==> src/hdl/sqts_pkg.sv <==
`timescale 1ns / 1ps
// Package for the stepper quarter-turn sequencer: item types, register file,
// sequencer state, mode codes and the coil phase table. No dependencies.
package sqts_pkg;

  localparam logic [1:0] MODE_IDLE   = 2'd0;
  localparam logic [1:0] MODE_STEP   = 2'd1;
  localparam logic [1:0] MODE_SETTLE = 2'd2;

  localparam logic       KIND_TICK = 1'b0;
  localparam logic       KIND_MOVE = 1'b1;

  localparam logic [1:0] REG_QUARTER_STEPS = 2'd0;
  localparam logic [1:0] REG_HALF_STEPS    = 2'd1;
  localparam logic [1:0] REG_START_DELAY   = 2'd2;
  localparam logic [1:0] REG_SETTLE        = 2'd3;

  localparam int CFG_DATA_W = 16;
  localparam int CFG_IDX_W  = 2;

  localparam logic [7:0]  QUARTER_STEPS_RST = 8'd50;
  localparam logic [7:0]  HALF_STEPS_RST    = 8'd100;
  localparam logic [5:0]  START_DELAY_RST   = 6'd20;
  localparam logic [15:0] SETTLE_RST        = 16'd1500;

  localparam logic [7:0] RAMP_STEPS = 8'd5;
  localparam logic [6:0] RAMP_FLOOR = 7'd10;
  localparam logic [6:0] RAMP_DELTA = 7'd2;
  localparam logic [6:0] DELAY_MAX  = 7'd63;

  typedef struct packed {
    logic       kind;
    logic [2:0] target_position;
  } in_item_t;

  typedef struct packed {
    logic [5:0] coil_pattern;
    logic       busy_res;
    logic [2:0] position;
    logic       command_ignored;
  } out_item_t;

  typedef struct packed {
    logic [7:0]  quarter_turn_steps;
    logic [7:0]  half_turn_steps;
    logic [5:0]  start_delay_ms;
    logic [15:0] settle_ms;
  } cfg_t;

  typedef struct packed {
    logic [1:0]  quadrant;
    logic [1:0]  phase_index;
    logic [1:0]  mode;
    logic        turn_clockwise;
    logic [7:0]  steps_total;
    logic [7:0]  step_index;
    logic [5:0]  step_delay;
    logic [15:0] dwell_count;
  } seq_state_t;

  function automatic logic [5:0] coil_of(input logic [1:0] phase);
    logic [5:0] pat;
    case (phase)
      2'd0: pat = 6'h30;
      2'd1: pat = 6'h06;
      2'd2: pat = 6'h28;
      2'd3: pat = 6'h05;
      default: pat = 6'h30;
    endcase
    return pat;
  endfunction

endpackage

==> src/hdl/sqts_core.sv <==
`timescale 1ns / 1ps
// Next-state and result logic of the sequencer for one item.
// Depends on sqts_pkg.
module sqts_core
  import sqts_pkg::*;
(
  input  seq_state_t st,
  input  cfg_t       cfg,
  input  in_item_t   item,
  output seq_state_t st_next,
  output out_item_t  result
);

  logic [6:0] d_fall;
  logic [6:0] d_rise;
  logic [5:0] d_new;
  logic [7:0] steps_left;
  logic [7:0] idx_inc;
  logic [2:0] tgt_m1;
  logic [1:0] diff;
  logic [7:0] move_steps;
  logic       move_cw;
  logic       move_turns;
  logic [15:0] dwell_dec;
  logic        ignored;

  always_comb begin
    steps_left = st.steps_total - st.step_index;
    idx_inc    = st.step_index + 8'd1;
    d_fall     = {1'b0, st.step_delay};
    if (st.step_index < RAMP_STEPS && d_fall >= RAMP_FLOOR) begin
      d_fall = d_fall - RAMP_DELTA;
    end
    d_rise = d_fall;
    if (steps_left <= RAMP_STEPS && d_fall <= {1'b0, cfg.start_delay_ms}) begin
      d_rise = d_fall + RAMP_DELTA;
    end
    d_new = (d_rise > DELAY_MAX) ? DELAY_MAX[5:0] : d_rise[5:0];

    tgt_m1 = item.target_position - 3'd1;
    diff   = tgt_m1[1:0] - st.quadrant;
    move_turns = 1'b1;
    move_cw    = 1'b1;
    move_steps = cfg.quarter_turn_steps;
    case (diff)
      2'd1: begin
        move_steps = cfg.quarter_turn_steps;
        move_cw    = 1'b1;
      end
      2'd3: begin
        move_steps = cfg.quarter_turn_steps;
        move_cw    = 1'b0;
      end
      2'd2: begin
        move_steps = cfg.half_turn_steps;
        move_cw    = 1'b1;
      end
      default: begin
        move_turns = 1'b0;
      end
    endcase

    dwell_dec = (st.dwell_count != 16'd0) ? st.dwell_count - 16'd1 : st.dwell_count;
    ignored   = 1'b0;
    st_next   = st;

    if (item.kind == KIND_MOVE) begin
      if (st.mode != MODE_IDLE) begin
        ignored = 1'b1;
      end else begin
        if (item.target_position >= 3'd1 && item.target_position <= 3'd4) begin
          st_next.quadrant = tgt_m1[1:0];
        end
        if (item.target_position >= 3'd1 && item.target_position <= 3'd4 &&
            move_turns && move_steps != 8'd0) begin
          st_next.steps_total    = move_steps;
          st_next.step_index     = 8'd0;
          st_next.step_delay     = cfg.start_delay_ms;
          st_next.turn_clockwise = move_cw;
          st_next.phase_index    = move_cw ? st.phase_index + 2'd1 : st.phase_index - 2'd1;
          st_next.dwell_count    = (cfg.start_delay_ms == 6'd0) ? 16'd1
                                   : {10'd0, cfg.start_delay_ms};
          st_next.mode           = MODE_STEP;
        end else begin
          if (item.target_position >= 3'd1 && item.target_position <= 3'd4 && move_turns) begin
            st_next.steps_total    = move_steps;
            st_next.step_index     = 8'd0;
            st_next.step_delay     = cfg.start_delay_ms;
            st_next.turn_clockwise = move_cw;
          end
          st_next.mode        = (cfg.settle_ms == 16'd0) ? MODE_IDLE : MODE_SETTLE;
          st_next.dwell_count = cfg.settle_ms;
        end
      end
    end else begin
      case (st.mode)
        MODE_STEP: begin
          st_next.dwell_count = dwell_dec;
          if (dwell_dec == 16'd0) begin
            st_next.step_delay = d_new;
            st_next.step_index = idx_inc;
            if (idx_inc >= st.steps_total) begin
              st_next.mode        = (cfg.settle_ms == 16'd0) ? MODE_IDLE : MODE_SETTLE;
              st_next.dwell_count = cfg.settle_ms;
            end else begin
              st_next.phase_index = st.turn_clockwise ? st.phase_index + 2'd1
                                                      : st.phase_index - 2'd1;
              st_next.dwell_count = (d_new == 6'd0) ? 16'd1 : {10'd0, d_new};
            end
          end
        end
        MODE_SETTLE: begin
          st_next.dwell_count = dwell_dec;
          if (dwell_dec == 16'd0) begin
            st_next.mode = MODE_IDLE;
          end
        end
        default: begin
          st_next.mode = MODE_IDLE;
        end
      endcase
    end

    result.coil_pattern    = coil_of(st_next.phase_index);
    result.busy_res        = (st_next.mode != MODE_IDLE);
    result.position        = {1'b0, st_next.quadrant} + 3'd1;
    result.command_ignored = ignored;
  end

endmodule

==> src/hdl/stepper_quarter_turn_sequencer.sv <==
`timescale 1ns / 1ps
// Top level of the stepper quarter-turn sequencer: handshakes, register file,
// sequencer state and result register. Depends on sqts_pkg and sqts_core.
//
// Each accepted item (a millisecond tick or a move command) yields exactly one
// registered result item, holding the coil pattern, busy flag, position (quadrant
// plus one) and an ignored-command flag. An item is accepted in every cycle unless
// the result register is full and stalled; the whole state update is one short
// pass of logic from the sequencer registers to the result register.
// Registers may be written at any time the block is idle and take effect on
// the next item.
module stepper_quarter_turn_sequencer
  import sqts_pkg::*;
(
  input  logic                  clk,
  input  logic                  rst,
  input  logic                  in_valid,
  output logic                  in_stall,
  input  in_item_t              in_item,
  output logic                  out_valid,
  input  logic                  out_stall,
  output out_item_t             out_item,
  input  logic                  cfg_write,
  input  logic [CFG_IDX_W-1:0]  cfg_index,
  input  logic [CFG_DATA_W-1:0] cfg_data
);

  cfg_t       cfg;
  seq_state_t st;
  seq_state_t st_next;
  out_item_t  result;
  logic       accept;

  assign in_stall = out_valid && out_stall;
  assign accept   = in_valid && !in_stall;

  sqts_core u_core (
    .st      (st),
    .cfg     (cfg),
    .item    (in_item),
    .st_next (st_next),
    .result  (result)
  );

  always_ff @(posedge clk) begin
    if (rst) begin
      cfg.quarter_turn_steps <= QUARTER_STEPS_RST;
      cfg.half_turn_steps    <= HALF_STEPS_RST;
      cfg.start_delay_ms     <= START_DELAY_RST;
      cfg.settle_ms          <= SETTLE_RST;
    end else if (cfg_write) begin
      case (cfg_index)
        REG_QUARTER_STEPS: cfg.quarter_turn_steps <= cfg_data[7:0];
        REG_HALF_STEPS:    cfg.half_turn_steps    <= cfg_data[7:0];
        REG_START_DELAY:   cfg.start_delay_ms     <= cfg_data[5:0];
        REG_SETTLE:        cfg.settle_ms          <= cfg_data;
        default: begin
        end
      endcase
    end
  end

  always_ff @(posedge clk) begin
    if (rst) begin
      st.quadrant       <= 2'd0;
      st.phase_index    <= 2'd0;
      st.mode           <= MODE_IDLE;
      st.turn_clockwise <= 1'b1;
      st.steps_total    <= 8'd0;
      st.step_index     <= 8'd0;
      st.step_delay     <= 6'd0;
      st.dwell_count    <= 16'd0;
      out_valid         <= 1'b0;
    end else begin
      if (accept) begin
        st        <= st_next;
        out_valid <= 1'b1;
      end else if (!out_stall) begin
        out_valid <= 1'b0;
      end
    end
  end

  always_ff @(posedge clk) begin
    if (accept) begin
      out_item <= result;
    end
  end

endmodule
==> config.mk <==
export PLATFORM = sky130hd
export DESIGN_NAME = stepper_quarter_turn_sequencer
export DESIGN_NICKNAME = d
export VERILOG_FILES = /design/src/hdl/sqts_pkg.sv /design/src/hdl/sqts_core.sv /design/src/hdl/stepper_quarter_turn_sequencer.sv
export SDC_FILE = /design/constraint.sdc
export NUM_CORES = 1
export LEC_CHECK = 0
export BUFFER_PORTS_ARGS = -buffer_cell sky130_fd_sc_hd__buf_2
export CORE_UTILIZATION = 36
export CTS_CLUSTER_DIAMETER = 50
export DETAILED_ROUTE_END_ITERATION = 7
export PLACE_DENSITY = 0.61
export SLEW_MARGIN = 20
export SYNTH_ARGS = -nofsm -noshare
export SYNTH_HDL_FRONTEND = slang
export SYNTH_HIERARCHICAL = 1
export SYNTH_SLANG_ARGS = --single-unit
==> constraint.sdc <==
create_clock -name clk -period 5.4 [get_ports clk]
set_input_delay 1.08 -clock clk [delete_from_list [all_inputs] [get_ports clk]]
set_output_delay 1.08 -clock clk [all_outputs]
set_load 0.005 [all_outputs]
### Word-level counts from Yosys, hierarchy flattened

Cells that the tools add are included.

| storage, ports and cells | value |
|---|---|
| output and inout bits | 13 |
| logic and storage cells | 114 |
| flip-flop bits (word level) | 95 |

| operators by class | value |
|---|---|
| bitwise gates (word level) | 1 |
| $add $sub $neg | 10 |
| magnitude comparators | 8 |
| multiplexer cells | 34 |
| reduce and logical (&&, ||, !) cells | 30 |
| eq/ne operators | 14 |

Operators with widths:

| cell | number |
|---|---|
| 30-bit two-way mux | 2 |
| 45-bit two-way mux | 1 |
| 41-bit two-way mux | 1 |
| 16-bit zero test | 2 |
| 16-bit two-way mux | 2 |
| 16-bit one-hot mux with 2 select lines | 1 |
| 6-bit one-hot mux with 4 select lines | 1 |
| 23-bit two-way mux | 1 |
| 2-bit two-way mux | 10 |
| 6-bit two-way mux | 3 |
| 16-bit nonzero test | 1 |
| 16-bit by 1-bit subtractor with 16-bit output (second input constant) | 1 |
| 2-bit equality test (second input constant) | 7 |
| 14-bit two-way mux | 1 |
| 7-bit two-way mux | 2 |
| 6-bit zero test | 2 |
| 2-bit nonzero test | 5 |
| 8-bit by 1-bit adder with 8-bit output (second input constant) | 1 |
| 2-bit by 1-bit equality test with 1-bit output (second input constant) | 4 |
| 8-bit greater-or-equal comparator | 1 |
| 8-bit by 3-bit <= comparator with 1-bit output (second input constant) | 1 |
| 8-bit by 3-bit less-than comparator with 1-bit output (second input constant) | 1 |
| 4-bit two-way mux | 2 |
| 8-bit two-way mux | 1 |
| 28 further kinds | 43 |

### Logic depth before layout (Yosys ltp)

Gate-level depths: netlist of the first run.

| logic depth | value |
|---|---|
| word-level depth | 14 |
| depth in mapped cells | 18 |

### Cells and area by module

Netlist of the first run, hierarchy kept.

By module, submodules not included:

| module | times used | cells an instance | area each (um2) | sequential area each (um2) |
|---|---|---|---|---|
| stepper_quarter_turn_sequencer | 1 | 366 | 3951.3 | 2011.9 |
| sqts_core | 1 | 522 | 3393.3 | 0.0 |

### Least setup slack after synthesis of the first run

Ideal clock, no wire load.

| path | value |
|---|---|
| kind | in2reg |
| start point | input port in_item[0] in the netlist's numbering |
| end point | register out_item[4] in the netlist's numbering (data pin) |
| arrival | 3467 ps |
| required time | 5141 ps |
| buffers on the path | 2 |
| setup time | 259 ps |
| setup slack | 1674 ps |
| stages | 11 |
| path through | inv_1 ha_1 xor3_1 or2_2 buf_2 a31oi_1 a21oi_1 a31o_2 buf_2 a22o_1 or2_1 |

RTL lines:

| what | RTL line | source |
|---|---|---|
| start, declared | stepper_quarter_turn_sequencer.sv:19 | `input in_item_t in_item,` |
| end signal, assigned | stepper_quarter_turn_sequencer.sv:86 | `out_item <= result;` |
| end, declared | stepper_quarter_turn_sequencer.sv:22 | `output out_item_t out_item,` |

==> key figures, run 1 <==
Critical path
  • Register-to-register setup slack: 0.99 ns
  • Worst path top cell family by delay: compound AO/OA/AOI/OAI gates
  • Buf/Inv on CP: 2
  • Crit path to: st[0]$_SDFFE_PP0P_
  • Critical Path AT: 4.62 ns
  • CP endpoint kind: flop
  • Req. time, crit path: 5.61 ns
  • Crit path max fanout: 7
  • Setup crit start: st[22]$_SDFFE_PP0P_
  • Worst r2r src: st[22]$_SDFFE_PP0P_
  • Worst r2r path cells: 18
  • Critical-path top delay cell: nor3_1
  • Worst-path cell chain: inv_1 -> ha_1 -> nand2b_1 -> o2111ai_1 -> nor2_1 -> a21oi_1 -> inv_1 -> ha_1 -> a21oi_1 -> a21oi_1 -> a211oi_1 -> o2111ai_1 -> nor3_1 -> mux2i_1 -> a2111oi_0 -> a211oi_1 -> nand2b_1 -> mux2i_1
  • Crit path kind: flop to flop
  • WP depth: 18
  • Max incr delay on CP: 0.75 ns
  • Critical path startpoint category: flop
  • RR Endpoint: st[0]$_SDFFE_PP0P_
  • Crit path top cell by count: a21oi_1

Route
  • # DRC: 0
  • Vias: approximately 6300
  • Wirelength per Cell: 15.8 µm
  • DRT Wirelength: 18.3 mm
  • Final antenna-violating net count: 0
  • Drt initial violations: around 540
  • Vias/cell: 5.43
  • TritonRoute pass-1 iters: 5

Power and ir drop
  • Maximum vdd drop: 0.152 mV
  • Power Density: 260 nW/µm²
  • Leakage: 3.21 nW
  • Total chip power: 0.00207 W

Cells and area
  • Most common cell after layout, fill and taps aside: nand2b_1
  • Fillers: 2011
  • Nets: approximately 950
  • ANT cells: 0
  • Register area: 2010 µm²
  • Area of the multi-input gates: 4870 µm²
  • Layout area overhead: 8.30%
  • Most frequent cells in the layout: 130 x nand2b_1, 102 x mux2i_1, 84 x dfxtp_1
  • Layout cells sized above 1: about a tenth

Timing
  • Slew @ Worst Pin: slightly below 1 ns
  • Fin crit share: between 80% and 90%
  • Slew Viols, Final: 0
  • Final min period: 4.41 ns
  • Worst slew margin: 34.9%
  • RSZ-0062 raised after global routing: false
  • Fmax: about 230 MHz
  • Worst clock skew: 0.0100 ns
  • Setup-failing EPs final: 0
  • Final hold vios: 0
  • Final setup TNS: 0 ns

Die
  • Die Wd: around 140 µm
  • Die Height: about 140 µm
  • Core area: ~20000 µm²
  • I/O pins: 40
  • # rows: 51
  • Die area: 21000 µm²
  • Starting Density: between 30 and 40%

Synthesis
  • Async SR Flop Fraction: 0%
  • Largest family of logic cells by synthesized area: simple AND/OR/NAND/NOR gates
  • Post-synthesis simple-gate area fraction: 28.0%
  • Gate Count Post-Synth: 888
  • XOR/XNOR share of the synthesized area: 3.05%
  • Cell variety after synth: a little under 80
  • Sequential cell area fraction in the yosys report: ~27%
  • Flops & latches, synth: 95
  • Mapped Area: around 7300 µm²
  • Post-synth top flop: dfxtp_1
  • Synth Area in Compound Gates: 15.0%
  • Synth warn: 6
  • Synth Area in Adders: under 10%
  • Mux cell area share after synthesis: 14.1%
  • Synth Area per Inst: 8.27 µm²
  • Mapped Nets: 949
  • Number of synthesized flops with an enable pin: 11

Clock network
  • Clk buf depth: 2
  • Post_cts resized: 0
  • Clk sinks: 95
  • Post-CTS Setup Inserts: 0
  • CTS Buf Count: 9
  • CTS HTree Levels: 3
  • Number of buffers inserted by hold repair at cts: 0
  • CTS tree: built
  • Clock-pin slew on the worst setup and hold paths: approximately 0.080 ns
  • Clock Latency Late Sink: 0.36 ns
  • Root Driver: clkbuf_16

Global routing
  • Busiest grt layer: met2
  • GR Util met3: around 3.0%
  • Vias in the first global route: 5749
  • Initial antenna violation count: 0
  • GR met2 Demand/Resource: around 28%
  • Global Route met1 Usage: 26.1%
  • Largest net degree at the start of global routing: 106
  • First-pass GRT wire length: 29.9 mm
  • Gr usage total: 18.2%
  • Global route overflow: 0

Worst hold path
  • Hold path startpoint: cfg[33]$_SDFFE_PP0P_
  • Worst hold-check path type: flop to flop

Placement
  • RD Place Congestion: 0.902
  • Port buffer count: 39
  • Hpwl dp: roughly 13 mm

Outcome
  • Status: complete, no violations

Run
  • Max Cap Viol: 0
[state kept, by name, indices dropped and copies added (netlist names)]
| name | count |
|---|---|
| cfg | 38 |
| out_item | 11 |
| out_valid | 1 |
| st | 45 |
[metrics by stage]
| stage | util (%) | hold slack, ns | std cells | setup slack (ns) | area [µm²] |
|---|---|---|---|---|---|
| finish | 40.3 | 0.496 | 1161 | 0.986 | 7950 |
| CTS | 40.3 | 0.500 | 1161 | 1.08 | 7950 |
| detailed placement | 38.7 | 0.484 | 1145 | 1.08 | 7630 |
| global placement | 38.7 | 0.477 | 1145 | 1.16 | 7630 |
| global route | 40.3 | 0.525 | 1161 | 0.640 | 7950 |
| floorplan | - | 0.447 | 888 | 1.67 | 7340 |
[synthesized netlist by cell type (4+ instances only)]
| cell type | number | area share (%) |
|---|---|---|
| dfxtp_1 | 84 | 23 |
| a211oi_1 | 7 | 0.72 |
| a21o_1 | 4 | 0.41 |
| mux2i_1 | 102 | 14 |
| nand2b_1 | 130 | 11 |
| xnor2_1 | 14 | 1.7 |
| a221o_1 | 6 | 0.82 |
| ha_1 | 33 | 5.6 |
| edfxtp_1 | 11 | 4.5 |
| or3_1 | 5 | 0.43 |
| nor2_1 | 76 | 3.9 |
| a31oi_1 | 14 | 1.2 |
| and3_1 | 7 | 0.60 |
| o21ai_0 | 29 | 2.0 |
| nand3_1 | 19 | 1.3 |
| a21oi_1 | 51 | 3.5 |
| buf_2 | 15 | 1.0 |
| o21a_1 | 5 | 0.51 |
| clkbuf_1 | 22 | 1.1 |
| o22ai_1 | 6 | 0.51 |
| inv_1 | 49 | 2.5 |
| nand2_1 | 41 | 2.1 |
| nor4_1 | 11 | 0.94 |
| nand4_1 | 12 | 1.0 |
| or4_1 | 6 | 0.61 |
| and2_1 | 9 | 0.77 |
| buf_6 | 9 | 1.4 |
| a22o_1 | 6 | 0.72 |
| nor2b_1 | 4 | 0.34 |
| or2_2 | 6 | 0.51 |
| nor3_1 | 16 | 1.1 |
| xor2_1 | 7 | 0.83 |
[cell type report]
class / count / area share, %
clock buffers: 9 / 2.83
flip-flops and latches: 95 / 25.3
well taps: 265 / 4.17
inverters: 50 / 2.36
repair buffers: 44 / 2.96
multi-input cells: 691 / 61.2
clock inverters: 7 / 1.18
[report_power, final]
group | total [W] | internal (W) | switching (W)
clock | 0.000679 | 0.000338 | 0.000341
combinational | 0.000599 | 0.000244 | 0.000356
sequential | 0.000794 | 0.000752 | 0.0000418
[how the worst min path moves through the flow]
stage               slack [ns]  cells after the start              endpoint
floorplan                 0.45                      2   st[17]$_SDFFE_PP0P_
global placement          0.48                      2   st[16]$_SDFFE_PP0P_
detailed placement        0.48                      2  cfg[11]$_SDFFE_PP0P_
CTS                       0.50                      2  cfg[33]$_SDFFE_PP0P_
global route              0.52                      2   st[30]$_SDFFE_PP0P_
finish                    0.50                      2  cfg[33]$_SDFFE_PP0P_
[layer usage]
metal  share of wire (%)  routed length, µm
met3                 5.2                955
met1                  50               9230
met5                   0                  0
met2                  43               7820
met4                 1.6                285
[cell families (layout without fill, tap and decap cells)]
kind of cell / after synthesis / after routing
AO/OA/AOI/OAI: 167 / 167
flip-flops: 95 / 95
XOR/XNOR: 23 / 23
AND/OR/NAND/NOR: 364 / 364
buffers and inverters: 102 / 110
multiplexers: 103 / 103
adder cells (fa/ha/maj): 34 / 34
[worst reg2reg max path, stage by stage (launching register included)]
cell,delay [ns]
dfxtp_1,0.45
inv_1,0.09
ha_1,0.24
nand2b_1,0.19
o2111ai_1,0.22
nor2_1,0.08
a21oi_1,0.26
inv_1,0.11
ha_1,0.33
a21oi_1,0.17
a21oi_1,0.08
a211oi_1,0.23
o2111ai_1,0.19
nor3_1,0.75
mux2i_1,0.16
a2111oi_0,0.46
a211oi_1,0.11
nand2b_1,0.09
mux2i_1,0.07
(Power assumes the default switching activity.)
==> inputs of run 2 (changes only) <==
ABC_AREA = 1   (was default)
clock period = 4.35 ns   (was 5.4 ns; I/O delays follow)
==> key figures, run 2 <==
Cells and area
  • Biggest regs: st (45), cfg (38), out_item (11)
  • Largest register FFs: 45 (unchanged)
  • Cell area after layout: 8500 µm² (+6.9%)
  • Fillers: 2371 (+18%)
  • Layout cells sized above 1: 8.88% (-1.2 points)
  • Top reg by flops: st
  • Most frequent cells in the layout: 367 x nand2_1, 211 x nor2_1, 153 x inv_1
  • Nets: 1373 (+44%)
  • ANT cells: 0 (unchanged)
  • Most common cell after layout, fill and taps aside: nand2_1
  • Layout area overhead: 6.04%

Global routing
  • Global route overflow: 0 (unchanged)
  • Largest net degree at the start of global routing: 56 (-47%)
  • Gr usage total: 20.7% (+2.5 points)
  • First-pass GRT wire length: 37.4 mm (+25%)
  • Vias in the first global route: 7203 (+25%)
  • Initial antenna violation count: 0 (unchanged)

Die
  • Die Wd: 151 µm (+4.4%)
  • Die Height: 151 µm (+4.4%)
  • # rows: 54 (+5.9%)
  • Die area: 22900 µm² (+9.0%)
  • I/O pins: 40 (unchanged)
  • Starting Density: 36.7% (-0.51 points)
  • Core area: 21800 µm² (+11%)

Critical path
  • CP endpoint kind: flop
  • Critical-path top delay cell: dfxtp_1
  • Max incr delay on CP: 0.34 ns (-0.41 ns)
  • Critical Path AT: 3.99 ns (-0.63 ns)
  • Req. time, crit path: 4.60 ns (-1.01 ns)
  • Crit path top cell by count: nand2_1
  • Critical path startpoint category: flop
  • Crit path kind: flop to flop
  • Crit path max fanout: 12 (+5)

Clock network
  • CTS Buf Count: 9 (unchanged)
  • Clock Latency Late Sink: 0.36 ns (about the same)
  • Clock-pin slew on the worst setup and hold paths: 0.08 ns (about the same)
  • Clk buf depth: 2 (unchanged)
  • CTS tree: built
  • CTS HTree Levels: 3 (unchanged)
  • Root Driver: clkbuf_16
  • Clk sinks: 95 (unchanged)

Route
  • Vias: 8149 (+29%)
  • DRT Wirelength: 22.9 mm (+25%)
  • TritonRoute pass-1 iters: 6 (+1)
  • # DRC: 0 (unchanged)
  • Wirelength per Cell: 14.3 µm (-9.0%)
  • Vias/cell: 5.10 (-5.9%)
  • Drt initial violations: 678 (+25%)
  • Final antenna-violating net count: 0 (unchanged)

Timing
  • Fmax: 267 MHz (+18%)
  • Final min period: 3.74 ns (-0.671 ns)
  • RSZ-0062 raised after global routing: false
  • Worst hold slack: 0.460 ns (-0.0358 ns)
  • Slew Viols, Final: 0 (unchanged)
  • Final setup TNS: 0 ns (unchanged)
  • Final hold vios: 0 (unchanged)
  • Worst slew margin: 48.2% (+13 points)
  • Fin crit share: 86.1% (+4.3 points)
  • Slew @ Worst Pin: 0.777 ns (-0.200 ns)
  • Setup-failing EPs final: 0 (unchanged)
  • Worst clock skew: 0.0110 ns (+0.00102 ns)

Synthesis
  • Post-synth top flop: dfxtp_1
  • Sequential cell area fraction in the yosys report: 25.1% (-2.3 points)
  • Synth Area in Adders: 5.40% (-0.49 points)
  • Mapped Area: 8020 µm² (+9.2%)
  • Gate Count Post-Synth: 1310 (+48%)
  • Synth Area in Compound Gates: 12.1% (-2.9 points)
  • Yosys top cell area share: 21.0% (-1.9 points)
  • Ranking of synthesized cells by area: dfxtp_1 21%, nand2_1 17%, nor2_1 9.9%, inv_1 7.2%, ha_1 5.1%
  • Largest family of logic cells by synthesized area: simple AND/OR/NAND/NOR gates
  • Post-synthesis simple-gate area fraction: 42.4% (+14 points)
  • Async SR Flop Fraction: 0% (unchanged)
  • Mapped Nets: 1371 (+44%)
  • Number of synthesized flops with an enable pin: 11 (unchanged)
  • Largest area contributor in the netlist: dfxtp_1
  • XOR/XNOR share of the synthesized area: 1.86% (-1.2 points)
  • Commonest cells in the netlist: 367 x nand2_1, 211 x nor2_1, 153 x inv_1, 84 x dfxtp_1, 75 x nand3_1
  • Mux cell area share after synthesis: 0% (-14 points)
  • Cell variety after synth: 48 (-39%)
  • Synth warn: 6 (unchanged)
  • Most common cell in the netlist: nand2_1
  • Synth Area per Inst: 6.12 µm² (-26%)
  • Flops & latches, synth: 95 (unchanged)

Placement
  • Port buffer count: 39 (unchanged)
  • RD Place Congestion: 0.873 (-3.3%)
  • Hpwl dp: 16.3 mm (+22%)
  • Placed instance area: 8210 µm² (+7.5%)

Worst hold path
  • Worst hold-check path type: flop to flop

Power and ir drop
  • Power Density: 343 nW/µm² (+32%)
  • Maximum vdd drop: 0.264 mV (+74%)
  • Leakage: 4.34 nW (+35%)

Outcome
  • Status: complete, no violations

Run
  • Max Cap Viol: 0 (unchanged)
==> run 2: timing repair <==
action | CTS | global route
gates resized for setup | 0 | 1
buffers inserted | 0 | 0
endpoints found under the setup margin | 0 | 1
hold buffers | 0 | 0
==> run 2: logic make-up (layout without fill, tap and decap cells) <==
| group | count (synthesis) | after routing |
|---|---|---|
| and+or+nand+nor | 768 | 768 |
| buffers and inverters | 221 | 228 |
| AOI/OAI and AO/OA | 175 | 175 |
| DFF | 95 | 95 |
| adders and majority gates | 34 | 34 |
| xor gates and xnor gates | 17 | 17 |
==> run 2: final cells by class <==
| class | instances | area [µm²] | share of cell area (%) |
|---|---|---|---|
| inverter | 161 | 607 | 7.14 |
| clock buffer | 10 | 229 | 2.69 |
| tap | 280 | 350 | 4.12 |
| multi-input combinational | 994 | 4960 | 58.3 |
| sequential | 95 | 2010 | 23.7 |
| timing repair buffer | 51 | 285 | 3.36 |
| clock inverter | 6 | 60.1 | 0.706 |
==> run 2: report_power, final <==
| part | internal [W] | switching (W) |
|---|---|---|
| clock network | 0.000401 | 0.000384 |
| registers | 0.000958 | 0.0000782 |
| logic | 0.000373 | 0.000718 |
| total | 0.00173 | 0.00118 |
==> run 2: path summary, 6_finish.rpt <==
path	cells past startpoint	to	slack (ns)	from
hold / removal	2	cfg[35]$_SDFFE_PP1P_	0.46	cfg[35]$_SDFFE_PP1P_
setup reg to reg	28	st[0]$_SDFFE_PP0P_	0.61	st[23]$_SDFFE_PP0P_
hold reg to reg	2	cfg[35]$_SDFFE_PP1P_	0.46	cfg[35]$_SDFFE_PP1P_
setup / recovery	28	st[0]$_SDFFE_PP0P_	0.61	st[23]$_SDFFE_PP0P_
==> run 2: per-layer routing <==
layer	share of wire, %	track usage (%)	vias up	routed length (µm)
met2	44	32.1	252	9990
li1	-	-	4185	-
met1	48	29.2	3678	11100
met5	0	0	-	0
met3	6.1	3.25	34	1400
met4	1.9	6.50	0	429
==> run 2: critical path: cells and delay by family, from the launching register on <==
| family | cells | cell delay [ns] |
|---|---|---|
| adder cells (fa/ha/maj) | 2 | 0.41 |
| flip-flops | 1 | 0.34 |
| buffers and inverters | 2 | 0.26 |
| AO/OA/AOI/OAI | 3 | 0.30 |
| AND/OR/NAND/NOR | 21 | 2.32 |
==> run 2: stage by stage <==
step	util, %	total power, W	setup slack (ns)	std cells
after CTS	38.9	0.00292	0.503	1597
after floorplan	-	0.00188	1.15	1310
after global routing	39.0	0.00313	0.0467	1597
after detailed placement	37.6	0.00213	0.522	1581
after global placement	37.6	0.00212	0.652	1581
final	39.0	0.00291	0.607	1597
==> inputs of run 3 (changes only) <==
CORE_MARGIN = 3   (was default)
CORE_UTILIZATION = 35   (was 36)
PLACE_DENSITY = 0.59   (was 0.61)
==> key figures, run 3 (synthesis gave the netlist of run 2 again) <==
Clock network
  • Clk buf depth: 2 (unchanged)
  • Clock-pin slew on the worst setup and hold paths: 0.09 ns (about the same)
  • Post-CTS Setup Inserts: 0 (unchanged)
  • Clk sinks: 95 (unchanged)
  • CTS tree: built
  • CTS HTree Levels: 3 (unchanged)
  • CTS Buf Count: 9 (unchanged)
  • Root Driver: clkbuf_16
  • Clock Latency Late Sink: 0.36 ns (about the same)

Timing
  • Worst slew margin: 44.5% (-3.7 points)
  • Final setup TNS: 0 ns (unchanged)
  • Worst clock skew: 0.0195 ns (+0.00849 ns)
  • Final min period: 3.81 ns (+0.0714 ns)
  • Slew Viols, Final: 0 (unchanged)
  • Setup-failing EPs final: 0 (unchanged)
  • Fin crit share: 87.7% (+1.6 points)
  • RSZ-0062 raised after global routing: false
  • Final hold vios: 0 (unchanged)
  • Fmax: 262 MHz (-1.9%)
  • Slew @ Worst Pin: 0.830 ns (+0.0533 ns)

Worst hold path
  • Worst hold-check path type: flop to flop
  • Hold path startpoint: cfg[34]$_SDFFE_PP1P_

Placement
  • Placed insts: 1580 (-0.063%)
  • Port buffer count: 39 (unchanged)
  • Hpwl dp: 16.8 mm (+3.1%)
  • RD Place Congestion: 0.888 (+1.8%)

Critical path
  • Critical-path top delay cell: dfxtp_1
  • Req. time, crit path: 4.65 ns (+0.05 ns)
  • Critical path startpoint category: flop
  • Crit path top cell by count: nand2_1
  • Worst r2r src: st[23]$_SDFFE_PP0P_
  • Setup crit start: st[23]$_SDFFE_PP0P_
  • Max incr delay on CP: 0.34 ns (about the same)
  • Crit path max fanout: 12 (unchanged)
  • Critical Path AT: 4.11 ns (+0.12 ns)
  • Crit path kind: flop to flop
  • CP endpoint kind: flop

Power and ir drop
  • Total chip power: 0.00296 W (+1.6%)
  • Leakage: 4.36 nW (+0.28%)
  • Power Density: 348 nW/µm² (+1.5%)
  • Maximum vdd drop: 0.205 mV (-22%)

Die
  • Core area: 22200 µm² (+1.5%)
  • Die Height: 157 µm (+4.0%)
  • Starting Density: 36.2% (-0.56 points)
  • Die Wd: 157 µm (+4.0%)
  • # rows: 54 (unchanged)
  • Die area: 24800 µm² (+8.3%)
  • I/O pins: 40 (unchanged)

Global routing
  • Initial antenna violation count: 0 (unchanged)
  • Gr usage total: 19.0% (-1.7 points)
  • Vias in the first global route: 7425 (+3.1%)
  • Largest net degree at the start of global routing: 56 (unchanged)
  • First-pass GRT wire length: 38.2 mm (+2.1%)
  • Global route overflow: 0 (unchanged)

Cells and area
  • Fillers: 2451 (+3.4%)
  • Layout cells sized above 1: 8.97% (+0.083 points)
  • Final Instance Count excl. Fillers: 1596 (-0.063%)
  • Most common cell after layout, fill and taps aside: nand2_1
  • Nets: 1372 (-0.073%)
  • Largest register FFs: 45 (unchanged)
  • Top reg by flops: st
  • Biggest regs: st (45), cfg (38), out_item (11)
  • Layout Utilization: 38.4% (-0.54 points)
  • Most frequent cells in the layout: 366 x nand2_1, 211 x nor2_1, 153 x inv_1
  • ANT cells: 0 (unchanged)
  • Layout area overhead: 6.20%

Route
  • DRT Wirelength: 23.4 mm (+2.1%)
  • Final antenna-violating net count: 0 (unchanged)
  • Wirelength per Cell: 14.6 µm (+2.2%)
  • Drt initial violations: 633 (-6.6%)
  • TritonRoute pass-1 iters: 5 (-1)
  • # DRC: 0 (unchanged)
  • Vias: 8128 (-0.26%)
  • Vias/cell: 5.09 (-0.20%)

Run
  • Max Cap Viol: 0 (unchanged)

Outcome
  • Status: complete, no violations
run 3: per-layer routing:
metal,vias to the layer above,wire (µm),track usage [%]
met4,0,480,6.61
met2,260,10400,30.4
met3,33,1490,2.01
met5,-,0,0
li1,4181,-,-
met1,3654,11100,26.7
run 3: area by class of cell:
class	instances	area, µm²	share of cell area (%)
flip-flops and latches	95	2010	23.6
inverters	161	607	7.13
clock buffers	9	225	2.65
well taps	280	350	4.11
clock inverters	7	81.3	0.955
multi-input cells	994	4960	58.3
repair buffers	50	278	3.26
run 3: worst paths after layout:
path / to / slack (ns) / cells past startpoint
worst max-delay path: st[1]$_SDFFE_PP0P_ / 0.54 / 29
worst min-delay path: cfg[34]$_SDFFE_PP1P_ / 0.46 / 2
worst max register to register: st[1]$_SDFFE_PP0P_ / 0.54 / 29
worst min register to register: cfg[34]$_SDFFE_PP1P_ / 0.46 / 2
run 3: power by group:
part | internal (W) | leakage (nW) | switching, W
Sequential | 0.000958 | 0.800 | 0.0000776
Clock | 0.000414 | 0.150 | 0.000416
Combinational | 0.000374 | 3.41 | 0.000722
Total | 0.00175 | 4.36 | 0.00122
run 3: metrics by stage:
stage	setup slack [ns]	cell area, µm²	hold slack, ns
finish	0.535	8510	0.456
global route	0.0701	8510	0.491
CTS	0.335	8500	0.460
detailed placement	0.367	8200	0.437
global placement	0.359	8200	0.435
floorplan	1.15	8020	0.424
run 3: critical path, delay by kind of cell, from the launching register on:
family          cells  cell delay (ns)
simple gates       22             2.36
fa+ha+maj           2             0.42
flops               1             0.34
compound gates      3             0.31
buf+inv             2             0.30
run 3: what timing repair did:
action,4_1_cts,5_1_grt
resized for setup,0,2
setup endpoints to repair,0,6
hold buffers,0,0
